## src/rtl/yuyv2rgb_pkg.sv

```systemverilog
// Package for the YUYV 4:2:2 to 24-bit BGR converter.
// Holds field widths, color coefficients, shared item types and arithmetic helpers.
// Depends on nothing; every other file in rtl/ uses it.
`timescale 1ns / 1ps

package yuyv2rgb_pkg;

  localparam int unsigned ByteW          = 8;
  localparam int unsigned FrameWidthW    = 13;
  localparam logic [FrameWidthW-1:0] FrameWidthReset = 13'd640;
  localparam int unsigned MaxRowWidthDef = 4096;

  // Words held between the front end and the color datapath.
  localparam int unsigned QueueDepth = 2;

  // Chroma offset and fixed-point coefficients; the coefficients are scaled by 1/256.
  localparam logic [ByteW-1:0] ChromaOffset = 8'd128;
  localparam logic [ByteW-1:0] ByteMax      = 8'd255;
  localparam logic [ByteW-1:0] CoefRedV     = 8'd103;
  localparam logic [ByteW-1:0] CoefGreenU   = 8'd88;
  localparam logic [ByteW-1:0] CoefGreenV   = 8'd183;
  localparam logic [ByteW-1:0] CoefBlueU    = 8'd198;

  typedef struct packed {
    logic second_valid;
    logic row_end;
  } row_flags_t;

  typedef struct packed {
    logic [ByteW-1:0] luma_first;
    logic [ByteW-1:0] chroma_blue;
    logic [ByteW-1:0] luma_second;
    logic [ByteW-1:0] chroma_red;
    row_flags_t       flags;
  } q_item_t;

  typedef struct packed {
    logic full;
    logic empty;
  } q_status_t;

  // Removes the 128 offset from a chroma byte.
  function automatic logic signed [ByteW:0] chroma_signed(input logic [ByteW-1:0] c);
    return $signed({1'b0, c}) - $signed({1'b0, ChromaOffset});
  endfunction

  // floor(k * d / 256); the arithmetic shift rounds toward minus infinity.
  function automatic logic signed [ByteW+1:0] scaled_floor(input logic [ByteW-1:0]   k,
                                                          input logic signed [ByteW:0] d);
    logic signed [2*ByteW+1:0] p;
    logic signed [2*ByteW+1:0] s;
    p = $signed({1'b0, k}) * d;
    s = p >>> ByteW;
    return s[ByteW+1:0];
  endfunction

  // Saturates a signed sum to the byte range.
  function automatic logic [ByteW-1:0] clamp_byte(input logic signed [ByteW+2:0] x);
    logic [ByteW-1:0] r;
    if (x < 0) begin
      r = '0;
    end else if (x > $signed({3'b000, ByteMax})) begin
      r = ByteMax;
    end else begin
      r = x[ByteW-1:0];
    end
    return r;
  endfunction

endpackage

```

## src/rtl/yuyv_to_rgb24_converter_core.sv

```systemverilog
// Top level of the YUYV 4:2:2 to 24-bit BGR converter.
// Instantiates yuyv2rgb_front, yuyv2rgb_queue and yuyv2rgb_back; uses yuyv2rgb_pkg.
`timescale 1ns / 1ps

// The converter takes one packed YUYV macropixel (Y0, U, Y1, V) per word and
// returns one word holding both pixels as blue, green and red bytes, computed
// with 1/256 fixed-point coefficients and saturated to 0..255. It sustains
// one word per clock while the output is not stalled: the front end tags
// each word with its row flags in the cycle it is accepted, a two-entry
// queue carries it on, and the color datapath is two pipeline stages (chroma
// products, then luma add and clamp) ending in a registered output. A word
// passes through the queue, stage one and the output register. The front
// keeps a column counter against frame_width (clamped to MaxRowWidth) and
// sets row_end on the last macropixel of each row; on an odd width that
// macropixel also has second_valid low, while its second pixel's colors are
// still given in full. A width of zero behaves as a width of one.
// frame_width resets to 640 and is written through the configuration channel,
// which is always ready; write it only while no words are in flight.
module yuyv_to_rgb24_converter_core #(
  parameter int unsigned MaxRowWidth = yuyv2rgb_pkg::MaxRowWidthDef
) (
  input  logic                                 clk_i,
  input  logic                                 rst_ni,
  // Configuration write channel.
  input  logic                                 cfg_valid_i,
  output logic                                 cfg_ready_o,
  input  logic [yuyv2rgb_pkg::FrameWidthW-1:0] cfg_data_i,
  // Input macropixel channel.
  input  logic                                 in_valid_i,
  output logic                                 in_stall_o,
  input  logic [yuyv2rgb_pkg::ByteW-1:0]       luma_first_i,
  input  logic [yuyv2rgb_pkg::ByteW-1:0]       chroma_blue_i,
  input  logic [yuyv2rgb_pkg::ByteW-1:0]       luma_second_i,
  input  logic [yuyv2rgb_pkg::ByteW-1:0]       chroma_red_i,
  // Output pixel-pair channel.
  output logic                                 out_valid_o,
  input  logic                                 out_stall_i,
  output logic [yuyv2rgb_pkg::ByteW-1:0]       blue_first_o,
  output logic [yuyv2rgb_pkg::ByteW-1:0]       green_first_o,
  output logic [yuyv2rgb_pkg::ByteW-1:0]       red_first_o,
  output logic [yuyv2rgb_pkg::ByteW-1:0]       blue_second_o,
  output logic [yuyv2rgb_pkg::ByteW-1:0]       green_second_o,
  output logic [yuyv2rgb_pkg::ByteW-1:0]       red_second_o,
  output logic                                 second_valid_o,
  output logic                                 row_end_o
);

  logic [yuyv2rgb_pkg::FrameWidthW-1:0] frame_width_q, frame_width_d;

  logic                    push;
  logic                    pop;
  yuyv2rgb_pkg::q_item_t   push_item;
  yuyv2rgb_pkg::q_item_t   pop_item;
  yuyv2rgb_pkg::q_status_t q_status;

  // The width register has no side effects, so writes are never held off.
  assign cfg_ready_o   = 1'b1;
  assign frame_width_d = (cfg_valid_i && cfg_ready_o) ? cfg_data_i : frame_width_q;

  always_ff @(posedge clk_i or negedge rst_ni) begin
    if (!rst_ni) begin
      frame_width_q <= yuyv2rgb_pkg::FrameWidthReset;
    end else begin
      frame_width_q <= frame_width_d;
    end
  end

  // The input side stalls only when the queue is full, which depends on
  // registered state alone.
  assign in_stall_o = q_status.full;

  yuyv2rgb_front #(
    .MaxRowWidth (MaxRowWidth)
  ) u_front (
    .clk_i         (clk_i),
    .rst_ni        (rst_ni),
    .in_valid_i    (in_valid_i),
    .luma_first_i  (luma_first_i),
    .chroma_blue_i (chroma_blue_i),
    .luma_second_i (luma_second_i),
    .chroma_red_i  (chroma_red_i),
    .frame_width_i (frame_width_q),
    .q_status_i    (q_status),
    .push_o        (push),
    .push_item_o   (push_item)
  );

  yuyv2rgb_queue u_queue (
    .clk_i       (clk_i),
    .rst_ni      (rst_ni),
    .push_i      (push),
    .push_item_i (push_item),
    .pop_i       (pop),
    .pop_item_o  (pop_item),
    .status_o    (q_status)
  );

  yuyv2rgb_back u_back (
    .clk_i          (clk_i),
    .rst_ni         (rst_ni),
    .q_status_i     (q_status),
    .q_item_i       (pop_item),
    .pop_o          (pop),
    .out_valid_o    (out_valid_o),
    .out_stall_i    (out_stall_i),
    .blue_first_o   (blue_first_o),
    .green_first_o  (green_first_o),
    .red_first_o    (red_first_o),
    .blue_second_o  (blue_second_o),
    .green_second_o (green_second_o),
    .red_second_o   (red_second_o),
    .second_valid_o (second_valid_o),
    .row_end_o      (row_end_o)
  );

  // A second pixel outside the row can only occur on the row's last word.
  a_outside_implies_row_end: assert property (
    @(posedge clk_i) disable iff (!rst_ni)
    (out_valid_o && !second_valid_o) |-> row_end_o
  ) else $error("second pixel flagged outside the row on a word that does not end it");

  // A word pushed into an empty queue cannot leave it in the same cycle.
  a_push_into_empty: assert property (
    @(posedge clk_i) disable iff (!rst_ni)
    (push && q_status.empty) |=> !q_status.empty
  ) else $error("word pushed into an empty queue was lost");

  // The queue only fills up while the output holds a word that is waiting.
  a_full_means_backed_up: assert property (
    @(posedge clk_i) disable iff (!rst_ni)
    q_status.full |-> out_valid_o
  ) else $error("queue full while the output register is empty");

endmodule

```

## src/rtl/yuyv2rgb_front.sv

```systemverilog
// Front end of the converter: accepts macropixels and tags them with row flags.
// Keeps the column counter; depends on yuyv2rgb_pkg.
`timescale 1ns / 1ps

module yuyv2rgb_front #(
  parameter int unsigned MaxRowWidth = yuyv2rgb_pkg::MaxRowWidthDef
) (
  input  logic                                  clk_i,
  input  logic                                  rst_ni,
  input  logic                                  in_valid_i,
  input  logic [yuyv2rgb_pkg::ByteW-1:0]        luma_first_i,
  input  logic [yuyv2rgb_pkg::ByteW-1:0]        chroma_blue_i,
  input  logic [yuyv2rgb_pkg::ByteW-1:0]        luma_second_i,
  input  logic [yuyv2rgb_pkg::ByteW-1:0]        chroma_red_i,
  input  logic [yuyv2rgb_pkg::FrameWidthW-1:0]  frame_width_i,
  input  yuyv2rgb_pkg::q_status_t               q_status_i,
  output logic                                  push_o,
  output yuyv2rgb_pkg::q_item_t                 push_item_o
);

  localparam int unsigned ColW = (MaxRowWidth > 1) ? $clog2(MaxRowWidth) : 1;
  localparam int unsigned CmpW =
    ((ColW > yuyv2rgb_pkg::FrameWidthW) ? ColW : yuyv2rgb_pkg::FrameWidthW) + 2;

  logic [ColW-1:0] col_q, col_d;
  logic [CmpW-1:0] width_eff;
  logic [CmpW-1:0] width_ext;
  logic [CmpW-1:0] pos_ext;
  logic            second_ok;
  logic            last;

  always_comb begin
    width_ext = CmpW'(frame_width_i);
    width_eff = (width_ext > CmpW'(MaxRowWidth)) ? CmpW'(MaxRowWidth) : width_ext;
    pos_ext   = CmpW'(col_q);
    second_ok = (pos_ext + CmpW'(1)) < width_eff;
    last      = (pos_ext + CmpW'(2)) >= width_eff;
  end

  assign push_o = in_valid_i && !q_status_i.full;

  always_comb begin
    push_item_o.luma_first         = luma_first_i;
    push_item_o.chroma_blue        = chroma_blue_i;
    push_item_o.luma_second        = luma_second_i;
    push_item_o.chroma_red         = chroma_red_i;
    push_item_o.flags.second_valid = second_ok;
    push_item_o.flags.row_end      = last;
  end

  always_comb begin
    col_d = col_q;
    if (push_o) begin
      col_d = last ? '0 : col_q + ColW'(2);
    end
  end

  always_ff @(posedge clk_i or negedge rst_ni) begin
    if (!rst_ni) begin
      col_q <= '0;
    end else begin
      col_q <= col_d;
    end
  end

endmodule

```

## src/rtl/yuyv2rgb_queue.sv

```systemverilog
// Short first-in first-out queue between the front end and the color datapath.
// Stores tagged macropixels in flip-flops; depends on yuyv2rgb_pkg.
`timescale 1ns / 1ps

module yuyv2rgb_queue (
  input  logic                    clk_i,
  input  logic                    rst_ni,
  input  logic                    push_i,
  input  yuyv2rgb_pkg::q_item_t   push_item_i,
  input  logic                    pop_i,
  output yuyv2rgb_pkg::q_item_t   pop_item_o,
  output yuyv2rgb_pkg::q_status_t status_o
);

  localparam int unsigned Depth = yuyv2rgb_pkg::QueueDepth;
  localparam int unsigned PtrW  = (Depth > 1) ? $clog2(Depth) : 1;
  localparam int unsigned CntW  = $clog2(Depth + 1);

  yuyv2rgb_pkg::q_item_t mem_q [Depth];
  logic [PtrW-1:0] wr_ptr_q, wr_ptr_d;
  logic [PtrW-1:0] rd_ptr_q, rd_ptr_d;
  logic [CntW-1:0] count_q, count_d;

  function automatic logic [PtrW-1:0] ptr_next(input logic [PtrW-1:0] p);
    return (p == PtrW'(Depth - 1)) ? '0 : p + PtrW'(1);
  endfunction

  assign status_o.full  = (count_q == CntW'(Depth));
  assign status_o.empty = (count_q == '0);
  assign pop_item_o     = mem_q[rd_ptr_q];

  always_comb begin
    wr_ptr_d = push_i ? ptr_next(wr_ptr_q) : wr_ptr_q;
    rd_ptr_d = pop_i  ? ptr_next(rd_ptr_q) : rd_ptr_q;
    count_d  = count_q;
    if (push_i && !pop_i) begin
      count_d = count_q + CntW'(1);
    end else if (pop_i && !push_i) begin
      count_d = count_q - CntW'(1);
    end
  end

  always_ff @(posedge clk_i or negedge rst_ni) begin
    if (!rst_ni) begin
      wr_ptr_q <= '0;
      rd_ptr_q <= '0;
      count_q  <= '0;
    end else begin
      wr_ptr_q <= wr_ptr_d;
      rd_ptr_q <= rd_ptr_d;
      count_q  <= count_d;
    end
  end

  always_ff @(posedge clk_i) begin
    if (push_i) begin
      mem_q[wr_ptr_q] <= push_item_i;
    end
  end

endmodule

```

## src/rtl/yuyv2rgb_back.sv

```systemverilog
// Color datapath: two pipeline stages turning a tagged macropixel into two BGR pixels.
// Chroma products in the first stage, luma add and clamp in the second; uses yuyv2rgb_pkg.
`timescale 1ns / 1ps

module yuyv2rgb_back (
  input  logic                              clk_i,
  input  logic                              rst_ni,
  input  yuyv2rgb_pkg::q_status_t           q_status_i,
  input  yuyv2rgb_pkg::q_item_t             q_item_i,
  output logic                              pop_o,
  output logic                              out_valid_o,
  input  logic                              out_stall_i,
  output logic [yuyv2rgb_pkg::ByteW-1:0]    blue_first_o,
  output logic [yuyv2rgb_pkg::ByteW-1:0]    green_first_o,
  output logic [yuyv2rgb_pkg::ByteW-1:0]    red_first_o,
  output logic [yuyv2rgb_pkg::ByteW-1:0]    blue_second_o,
  output logic [yuyv2rgb_pkg::ByteW-1:0]    green_second_o,
  output logic [yuyv2rgb_pkg::ByteW-1:0]    red_second_o,
  output logic                              second_valid_o,
  output logic                              row_end_o
);

  localparam int unsigned BW = yuyv2rgb_pkg::ByteW;

  // Stage one registers: luma bytes, flags and the three chroma terms.
  logic                         s1_valid_q, s1_valid_d;
  logic [BW-1:0]                s1_luma0_q, s1_luma1_q;
  yuyv2rgb_pkg::row_flags_t     s1_flags_q;
  logic signed [BW+1:0]         s1_red_q, s1_green_q, s1_blue_q;

  logic signed [BW:0]           u_s, v_s;
  logic signed [BW+1:0]         red_term, green_term, blue_term;

  // Output registers.
  logic                         out_valid_q, out_valid_d;
  logic [BW-1:0]                b0_q, g0_q, r0_q, b1_q, g1_q, r1_q;
  yuyv2rgb_pkg::row_flags_t     out_flags_q;

  logic                         out_load;
  logic                         s1_load;
  logic signed [BW+2:0]         y0_s, y1_s;
  logic signed [BW+2:0]         red_s, green_s, blue_s;

  assign out_load = !out_valid_q || !out_stall_i;
  assign s1_load  = !s1_valid_q || out_load;
  assign pop_o    = s1_load && !q_status_i.empty;

  always_comb begin
    u_s        = yuyv2rgb_pkg::chroma_signed(q_item_i.chroma_blue);
    v_s        = yuyv2rgb_pkg::chroma_signed(q_item_i.chroma_red);
    red_term   = $signed({v_s[BW], v_s})
               + yuyv2rgb_pkg::scaled_floor(yuyv2rgb_pkg::CoefRedV, v_s);
    green_term = yuyv2rgb_pkg::scaled_floor(yuyv2rgb_pkg::CoefGreenU, u_s)
               + yuyv2rgb_pkg::scaled_floor(yuyv2rgb_pkg::CoefGreenV, v_s);
    blue_term  = $signed({u_s[BW], u_s})
               + yuyv2rgb_pkg::scaled_floor(yuyv2rgb_pkg::CoefBlueU, u_s);
  end

  always_comb begin
    y0_s    = $signed({3'b000, s1_luma0_q});
    y1_s    = $signed({3'b000, s1_luma1_q});
    red_s   = $signed({s1_red_q[BW+1], s1_red_q});
    green_s = $signed({s1_green_q[BW+1], s1_green_q});
    blue_s  = $signed({s1_blue_q[BW+1], s1_blue_q});
  end

  always_comb begin
    s1_valid_d  = s1_load ? !q_status_i.empty : s1_valid_q;
    out_valid_d = out_load ? s1_valid_q : out_valid_q;
  end

  always_ff @(posedge clk_i or negedge rst_ni) begin
    if (!rst_ni) begin
      s1_valid_q  <= 1'b0;
      out_valid_q <= 1'b0;
    end else begin
      s1_valid_q  <= s1_valid_d;
      out_valid_q <= out_valid_d;
    end
  end

  always_ff @(posedge clk_i) begin
    if (pop_o) begin
      s1_luma0_q <= q_item_i.luma_first;
      s1_luma1_q <= q_item_i.luma_second;
      s1_flags_q <= q_item_i.flags;
      s1_red_q   <= red_term;
      s1_green_q <= green_term;
      s1_blue_q  <= blue_term;
    end
  end

  always_ff @(posedge clk_i) begin
    if (out_load && s1_valid_q) begin
      b0_q        <= yuyv2rgb_pkg::clamp_byte(y0_s + blue_s);
      g0_q        <= yuyv2rgb_pkg::clamp_byte(y0_s - green_s);
      r0_q        <= yuyv2rgb_pkg::clamp_byte(y0_s + red_s);
      b1_q        <= yuyv2rgb_pkg::clamp_byte(y1_s + blue_s);
      g1_q        <= yuyv2rgb_pkg::clamp_byte(y1_s - green_s);
      r1_q        <= yuyv2rgb_pkg::clamp_byte(y1_s + red_s);
      out_flags_q <= s1_flags_q;
    end
  end

  assign out_valid_o    = out_valid_q;
  assign blue_first_o   = b0_q;
  assign green_first_o  = g0_q;
  assign red_first_o    = r0_q;
  assign blue_second_o  = b1_q;
  assign green_second_o = g1_q;
  assign red_second_o   = r1_q;
  assign second_valid_o = out_flags_q.second_valid;
  assign row_end_o      = out_flags_q.row_end;

endmodule

```

## config.mk

```make
export PLATFORM = sky130hd
export DESIGN_NAME = yuyv_to_rgb24_converter_core
export DESIGN_NICKNAME = d
export VERILOG_FILES = /design/src/rtl/yuyv2rgb_pkg.sv /design/src/rtl/yuyv_to_rgb24_converter_core.sv /design/src/rtl/yuyv2rgb_front.sv /design/src/rtl/yuyv2rgb_queue.sv /design/src/rtl/yuyv2rgb_back.sv
export SDC_FILE = /design/constraint.sdc
export NUM_CORES = 1
export LEC_CHECK = 0
export BUFFER_PORTS_ARGS = -buffer_cell sky130_fd_sc_hd__buf_2
export CAP_MARGIN = 20
export CORE_ASPECT_RATIO = 1.1
export CORE_UTILIZATION = 56
export DETAILED_ROUTE_END_ITERATION = 10
export HOLD_SLACK_MARGIN = 0.1
export PLACE_DENSITY = 0.78
export SETUP_SLACK_MARGIN = 0.1
export SLEW_MARGIN = 20
export SYNTH_ARGS = -nofsm -noshare
export SYNTH_HDL_FRONTEND = slang
export SYNTH_SLANG_ARGS = --single-unit
```

## constraint.sdc

```tcl
create_clock -name clk_i -period 6.1 [get_ports clk_i]
set_input_delay 1.22 -clock clk_i [delete_from_list [all_inputs] [get_ports clk_i]]
set_output_delay 1.22 -clock clk_i [all_outputs]
set_load 0.02 [all_outputs]
```

==> metrics, run 1 <==
worst-path cell chain=buf_4 -> mux2_4 -> ha_4 -> ha_1 -> fa_1 -> inv_1 -> fa_1 -> fa_1 -> inv_2 -> ha_4 -> nor2b_1 -> a311o_1 -> o31a_1 -> a21oi_2 -> nand2b_4 -> a211oi_2 -> ha_1 -> o21a_1 -> o2bb2ai_2 -> o21ai_1 -> xor3_1; length in cells of the worst reg-to-reg path=21; crit path max fanout=7; drt via density=5.54; skew final=0.0165 ns; Synth Flop Type=edfxtp_1; GRT Residual Overflow=0; Worst Path Arrival=6.20 ns; largest family of logic cells by synthesized area=adder cells; worst r2r src=u_queue.rd_ptr_q$_DFFE_PN0P_; WS Path Type=register to register; Port-buffer cells=~100; Routed Antenna Nets=0; Post-Synth XOR/XNOR Area=about 5.6%; Die Area=roughly 28,000 um^2; Levels on crit path=21; Final Core Density=around 64%; Post-Synth Simple-Gate Area=7.33%; First DRT Iteration DRCs=526; Layout area overhead=12.5%; register area share after synthesis=38.1%; Post-Synth Adder-Cell Area=26.0%; io pins=around 100; # diodes=0; pin count of the biggest net entering global routing=between 50 and 60; CTS sink count=196; ratio of cells with drive above 1 in the final layout=between 10% and 20%; RSZ-0062 raised after global routing=yes; final worst-path cycle share=a little over nine tenths; multiplexer share of the synthesized area=between 3 and 4%; Die Y=around 170 um; Async SR Flop Fraction=15.3%; Core Region=roughly 26,000 um^2; worst endpoint required time=around 6.3 ns; number of global-route vias before repair=10,400; Rows=62; Netlist cell types=67; Post-route DRC=0; Finished Cell Area=between 15,000 and 20,000 um^2; CP max stage cell=fa_1; clk buf depth=2; Clock Pin Slew Worst Setup and Hold Paths=about 0.08 ns; clk_lat worst skew=roughly 0.46 ns; hold depth=0; Synth Area in Compound Gates=roughly an eighth; # setup viols final=0; DP Area=around 16,000 um^2; hold_ws=about 0.43 ns; DR pass1 iterations=5; Syn Area/Cell=about 11 um^2; cts bufs inserted=17; first-pass GRT wire length=around 50,000 um; Post-DP HPWL=approximately 24,000 um; Routed WL=between 30,000 and 40,000 um; top post-synthesis cells by count=219 x inv_1, 216 x ha_1, 166 x edfxtp_1; Worst path max stage delay=around 0.54 ns; Post-synth EDFFs=between 150 and 200; Setup crit start kind=register; Vias=10,500; Synth top area share=33.1%; initial antenna violation count=0; synthesis-stage register bit count=about 200; Final min period=5.99 ns; wire per inst=approximately 16 um; cts-stage hold buffer count=0; Worst Setup End Kind=register; Yosys top cell by area=edfxtp_1; most frequent cell after synthesis=inv_1; CTS Root Cell=clkbuf_16; cell mode on critical path=fa_1; fin nets=approximately 1,900; Netlist Area Pre-Place=about 15,000 um^2; Synth Warn #=0; outcome=finished clean; Total GRT Usage=a little under a quarter; max-cap viol count=0; CP Launch Point=u_queue.rd_ptr_q$_DFFE_PN0P_; TritonCTS clock tree=done; hold path startpoint=u_back.s1_flags_q[1]$_DFFE_PP_; fmax=167 MHz; final hold vios=0; Max-slew headroom=around 40%; Bufs and invs on worst path=3; Worst Tran Pin Value=0.893 ns; Starting Density=a little under three fifths; H-tree depth reported by CTS=4; Die W=between 150 and 200 um; top post-synthesis cells by area=edfxtp_1 33%, ha_1 18%, fa_1 8.1%, inv_1 5.5%, dfrtp_1 4.6%; max-slew violation count=0; HP Class=register to register; delay-heaviest family, CP=adder cells; Fill cells=between 2,000 and 2,500; Synth Instances=1,399; GP Congestion=approximately 0.94
layout by cell type (no fill, tap or decap), types with 6 or more instances in the layout:
cell type	count
inv_1	212
nor2_1	75
nor2b_1	14
fa_1	60
inv_2	7
mux2i_1	6
xnor2_1	66
or3_1	11
clkbuf_16	18
xor2_1	27
and3_1	9
mux2_2	36
nand3_1	10
nor3_1	24
o21ai_0	60
a21oi_1	99
a21o_1	37
edfxtp_1	166
ha_1	208
dfrtp_1	27
o21bai_1	14
buf_2	101
nand2b_1	10
nor4_1	8
nand2_1	47
ha_4	6
buf_4	26
o21a_1	23
metrics by stage:
step	worst slack, ns	TNS [ns]	std cells
floorplan	0.107	0	1400
global placement	0.154	0	1842
detailed placement	0.0550	0	1842
CTS	0.0950	0	1877
global route	-0.0633	-0.115	1888
finish	0.107	0	1888
kinds of logic (layout without fill, tap and decap cells):
family	after synthesis	in the layout
AO/OA/AOI/OAI	304	304
adder cells (fa/ha/maj)	277	277
buffers and inverters	246	382
AND/OR/NAND/NOR	228	228
flip-flops	196	196
XOR/XNOR	95	95
multiplexers	51	51
other	2	3
worst register-to-register path, stage by stage (launching register included):
cell	delay [ns]
dfrtp_2	0.49
buf_4	0.17
mux2_4	0.34
ha_4	0.27
ha_1	0.33
fa_1	0.54
inv_1	0.05
fa_1	0.46
fa_1	0.51
inv_2	0.05
ha_4	0.24
nor2b_1	0.12
a311o_1	0.40
o31a_1	0.35
a21oi_2	0.17
nand2b_4	0.16
a211oi_2	0.06
ha_1	0.35
o21a_1	0.23
o2bb2ai_2	0.18
o21ai_1	0.09
xor3_1	0.18
sequential cells by signal (all words and copies together) (netlist names):
name / count
u_front.col_q: 11
u_back.s1_red_q: 10
u_back.s1_luma0_q: 8
u_queue.wr_ptr_q: 1
u_back.green_second_o: 8
frame_width_q: 13
u_back.s1_valid_q: 1
u_back.red_second_o: 8
u_back.blue_first_o: 8
u_back.blue_second_o: 8
u_back.second_valid_o: 1
u_queue.rd_ptr_q: 1
u_queue.mem_q: 68
u_back.row_end_o: 1
u_back.s1_luma1_q: 8
u_back.s1_flags_q: 2
u_back.s1_blue_q: 10
u_back.s1_green_q: 10
u_queue.count_q: 2
u_back.green_first_o: 8
u_back.out_valid_o: 1
u_back.red_first_o: 8
what timing repair did:
action / 4_1_cts / 5_1_grt
pin swaps: 7 / 23
setup endpoints to repair: 2 / 9
resized for setup: 7 / 26
buffers inserted: 3 / 10
per-layer routing:
layer	GRT usage [%]	share of wire [%]
met3	3.04	3.8
met5	0	0
met2	40.8	50
met4	8.57	2.9
met1	29.3	43
final cells by class:
| cell class | count | area [um^2] | area share, % |
|---|---|---|---|
| repair buffers | 130 | 751 | 4.43 |
| clock buffers | 19 | 454 | 2.68 |
| inverters | 220 | 827 | 4.88 |
| well taps | 352 | 440 | 2.60 |
| multi-input cells | 958 | 8610 | 50.8 |
| clock inverters | 13 | 133 | 0.782 |
| flip-flops and latches | 196 | 5740 | 33.8 |
final timing paths:
kind | end | slack (ns)
worst min-delay path | u_back.second_valid_o$_DFFE_PP_ | 0.43
worst max-delay path | u_back.s1_green_q[9]$_DFFE_PP_ | 0.11
worst min register to register | u_back.second_valid_o$_DFFE_PP_ | 0.43
min in group asynchronous | frame_width_q[1]$_DFFE_PN0P_ | 0.80
worst max register to register | u_back.s1_green_q[9]$_DFFE_PP_ | 0.11
max in group asynchronous | u_queue.rd_ptr_q$_DFFE_PN0P_ | 4.83
Power of run 1 is not shown: default switching activity piles up to over one toggle a cycle in this logic, so the estimate is an artifact.
==> inputs of run 2 (changes only) <==
Settings changed: CORE_UTILIZATION 56 to 65, PLACE_DENSITY 0.78 to 0.85.
Clock period 6.1 ns to 7.1 ns, I/O delays scaled along.
==> metrics, run 2 (synthesized netlist as in run 1, its figures left out) <==
outcome=finished clean; worst endpoint required time=7.27 ns (+0.96 ns); cts bufs inserted=17 (unchanged); commonest non-fill, non-tap cell in the layout=inv_1; Routed Antenna Nets=0 (unchanged); Core Region=22,800 um^2 (-13%); Port-buffer cells=101 (unchanged); delay-heaviest family, CP=adder cells; CTS sink count=196 (unchanged); H-tree depth reported by CTS=4 (unchanged); Bufs and invs on worst path=4 (+1); length in cells of the worst reg-to-reg path=22 (+4.8%); clk buf depth=2 (unchanged); Total GRT Usage=26.5% (+3.2 points); Worst Setup End Kind=register; Vias=10,500 (+0.83%); GP Congestion=0.933 (-0.41%); pin count of the biggest net entering global routing=51 (unchanged); Levels on crit path=22 (+4.8%); Rows=58 (-6.5%); first-pass GRT wire length=49,600 um (-1.0%); Die W=147 um (-7.1%); Largest regs=u_queue.mem_q (68), frame_width_q (13), u_front.col_q (11); io pins=103 (unchanged); CP max stage cell=dfrtp_1; fmax=155 MHz (-6.9%); worst-path cell chain=mux2i_1 -> buf_4 -> inv_1 -> ha_1 -> fa_1 -> fa_1 -> inv_1 -> fa_1 -> fa_1 -> inv_1 -> ha_1 -> nor2b_1 -> a311o_1 -> xor2_1 -> ha_1 -> a21o_1 -> a21oi_1 -> nor2b_1 -> o21ai_0 -> o2bb2ai_1 -> o21ai_0 -> xor3_1; GRT Residual Overflow=0 (unchanged); skew final=0.0143 ns (-0.00217 ns); Die Area=23,800 um^2 (-14%); Post-DP HPWL=23,600 um (-0.24%); TritonCTS clock tree=done; setup tns final=0 ns (unchanged); max-cap viol count=0 (unchanged); drt via density=5.80 (+4.8%); Die Y=162 um (-7.1%); initial antenna violation count=0 (unchanged); # diodes=0 (unchanged); DR pass1 iterations=5 (unchanged); Starting Density=66.1% (+8.8 points); First DRT Iteration DRCs=567 (+7.8%); Clock Pin Slew Worst Setup and Hold Paths=0.08 ns (about the same); HP Class=register to register; cell mode on critical path=fa_1; crit path max fanout=10 (+3); max-slew violation count=0 (unchanged); Routed WL=30,500 um (-1.1%); final hold vios=0 (unchanged); clk_lat worst skew=0.44 ns (-0.02 ns); cts-stage hold buffer count=0 (unchanged); Worst Path Arrival=6.61 ns (+0.41 ns); Max-slew headroom=27.1% (-13 points); Final min period=6.43 ns (+0.441 ns); Layout area overhead=9.51%; fin nets=1,830 (-1.1%); RSZ-0062 raised after global routing=no; # setup viols final=0 (unchanged); Post-CTS Setup Repair Bufs=0 (-3); ratio of cells with drive above 1 in the final layout=13.5% (-3.3 points); number of global-route vias before repair=10,500 (+0.97%); Setup crit start kind=register; Worst path max stage delay=0.59 ns (+0.05 ns); Largest Register=u_queue.mem_q; commonest cells after routing, fill and taps aside=218 x inv_1, 216 x ha_1, 166 x edfxtp_1; final worst-path cycle share=90.6% (-7.6 points); Resize count post-CTS=0 (-7); Worst Tran Pin Value=1.09 ns (+0.199 ns); max FFs per register=68 (unchanged); WS Path Type=register to register; CTS Root Cell=clkbuf_16; Post-route DRC=0 (unchanged); hold depth=0 (unchanged); wire per inst=16.8 um (+2.8%)
[run 2: area by class of cell]
| type | count | area (um^2) |
|---|---|---|
| multi-input cells | 958 | 8430 |
| clock inverters | 13 | 115 |
| clock buffers | 19 | 433 |
| well taps | 300 | 375 |
| repair buffers | 110 | 593 |
| inverters | 220 | 826 |
| fillers | 1598 | 6280 |
| flip-flops and latches | 196 | 5740 |
[run 2: worst reg2reg max path, stage by stage (launching register included)]
cell       delay [ns]
dfrtp_1          0.59
mux2i_1          0.24
buf_4            0.16
inv_1            0.13
ha_1             0.28
fa_1             0.49
fa_1             0.50
inv_1            0.06
fa_1             0.50
fa_1             0.51
inv_1            0.05
ha_1             0.32
nor2b_1          0.14
a311o_1          0.37
xor2_1           0.24
ha_1             0.28
a21o_1           0.18
a21oi_1          0.26
nor2b_1          0.09
o21ai_0          0.29
o2bb2ai_1        0.20
o21ai_0          0.13
xor3_1           0.19
[run 2: through the flow]
| stage | utilization (%) | worst slack, ns | cells | hold slack (ns) | instance area (um^2) |
|---|---|---|---|---|---|
| final | 72.4 | 0.666 | 1816 | 0.433 | 16500 |
| after global routing | 72.4 | 0.265 | 1816 | 0.443 | 16500 |
| after CTS | 72.3 | 0.706 | 1815 | 0.434 | 16500 |
| after detailed placement | 69.9 | 0.769 | 1783 | 0.410 | 15900 |
| after global placement | 69.9 | 0.815 | 1783 | 0.404 | 15900 |
| after floorplan | - | 0.434 | 1400 | 0.400 | 15100 |
[run 2: worst paths after layout]
check | end | slack, ns | startpoint
min in group asynchronous | frame_width_q[10]$_DFFE_PN0P_ | 0.99 | rst_ni
worst min-delay path | u_back.row_end_o$_DFFE_PP_ | 0.43 | u_back.s1_flags_q[0]$_DFFE_PP_
worst max register to register | u_back.s1_green_q[9]$_DFFE_PP_ | 0.67 | u_queue.rd_ptr_q$_DFFE_PN0P_
worst max-delay path | u_back.s1_green_q[9]$_DFFE_PP_ | 0.67 | u_queue.rd_ptr_q$_DFFE_PN0P_
max in group asynchronous | u_front.col_q[2]$_DFFE_PN0P_ | 5.67 | rst_ni
worst min register to register | u_back.row_end_o$_DFFE_PP_ | 0.43 | u_back.s1_flags_q[0]$_DFFE_PP_
[run 2: per-layer routing]
| metal | part of all wire, % | GRT usage [%] |
|---|---|---|
| met5 | 0 | 0 |
| met4 | 3.4 | 9.98 |
| met3 | 4.1 | 3.90 |
| met1 | 41 | 32.0 |
| met2 | 51 | 47.9 |
Power of run 2 is left out for the same reason.
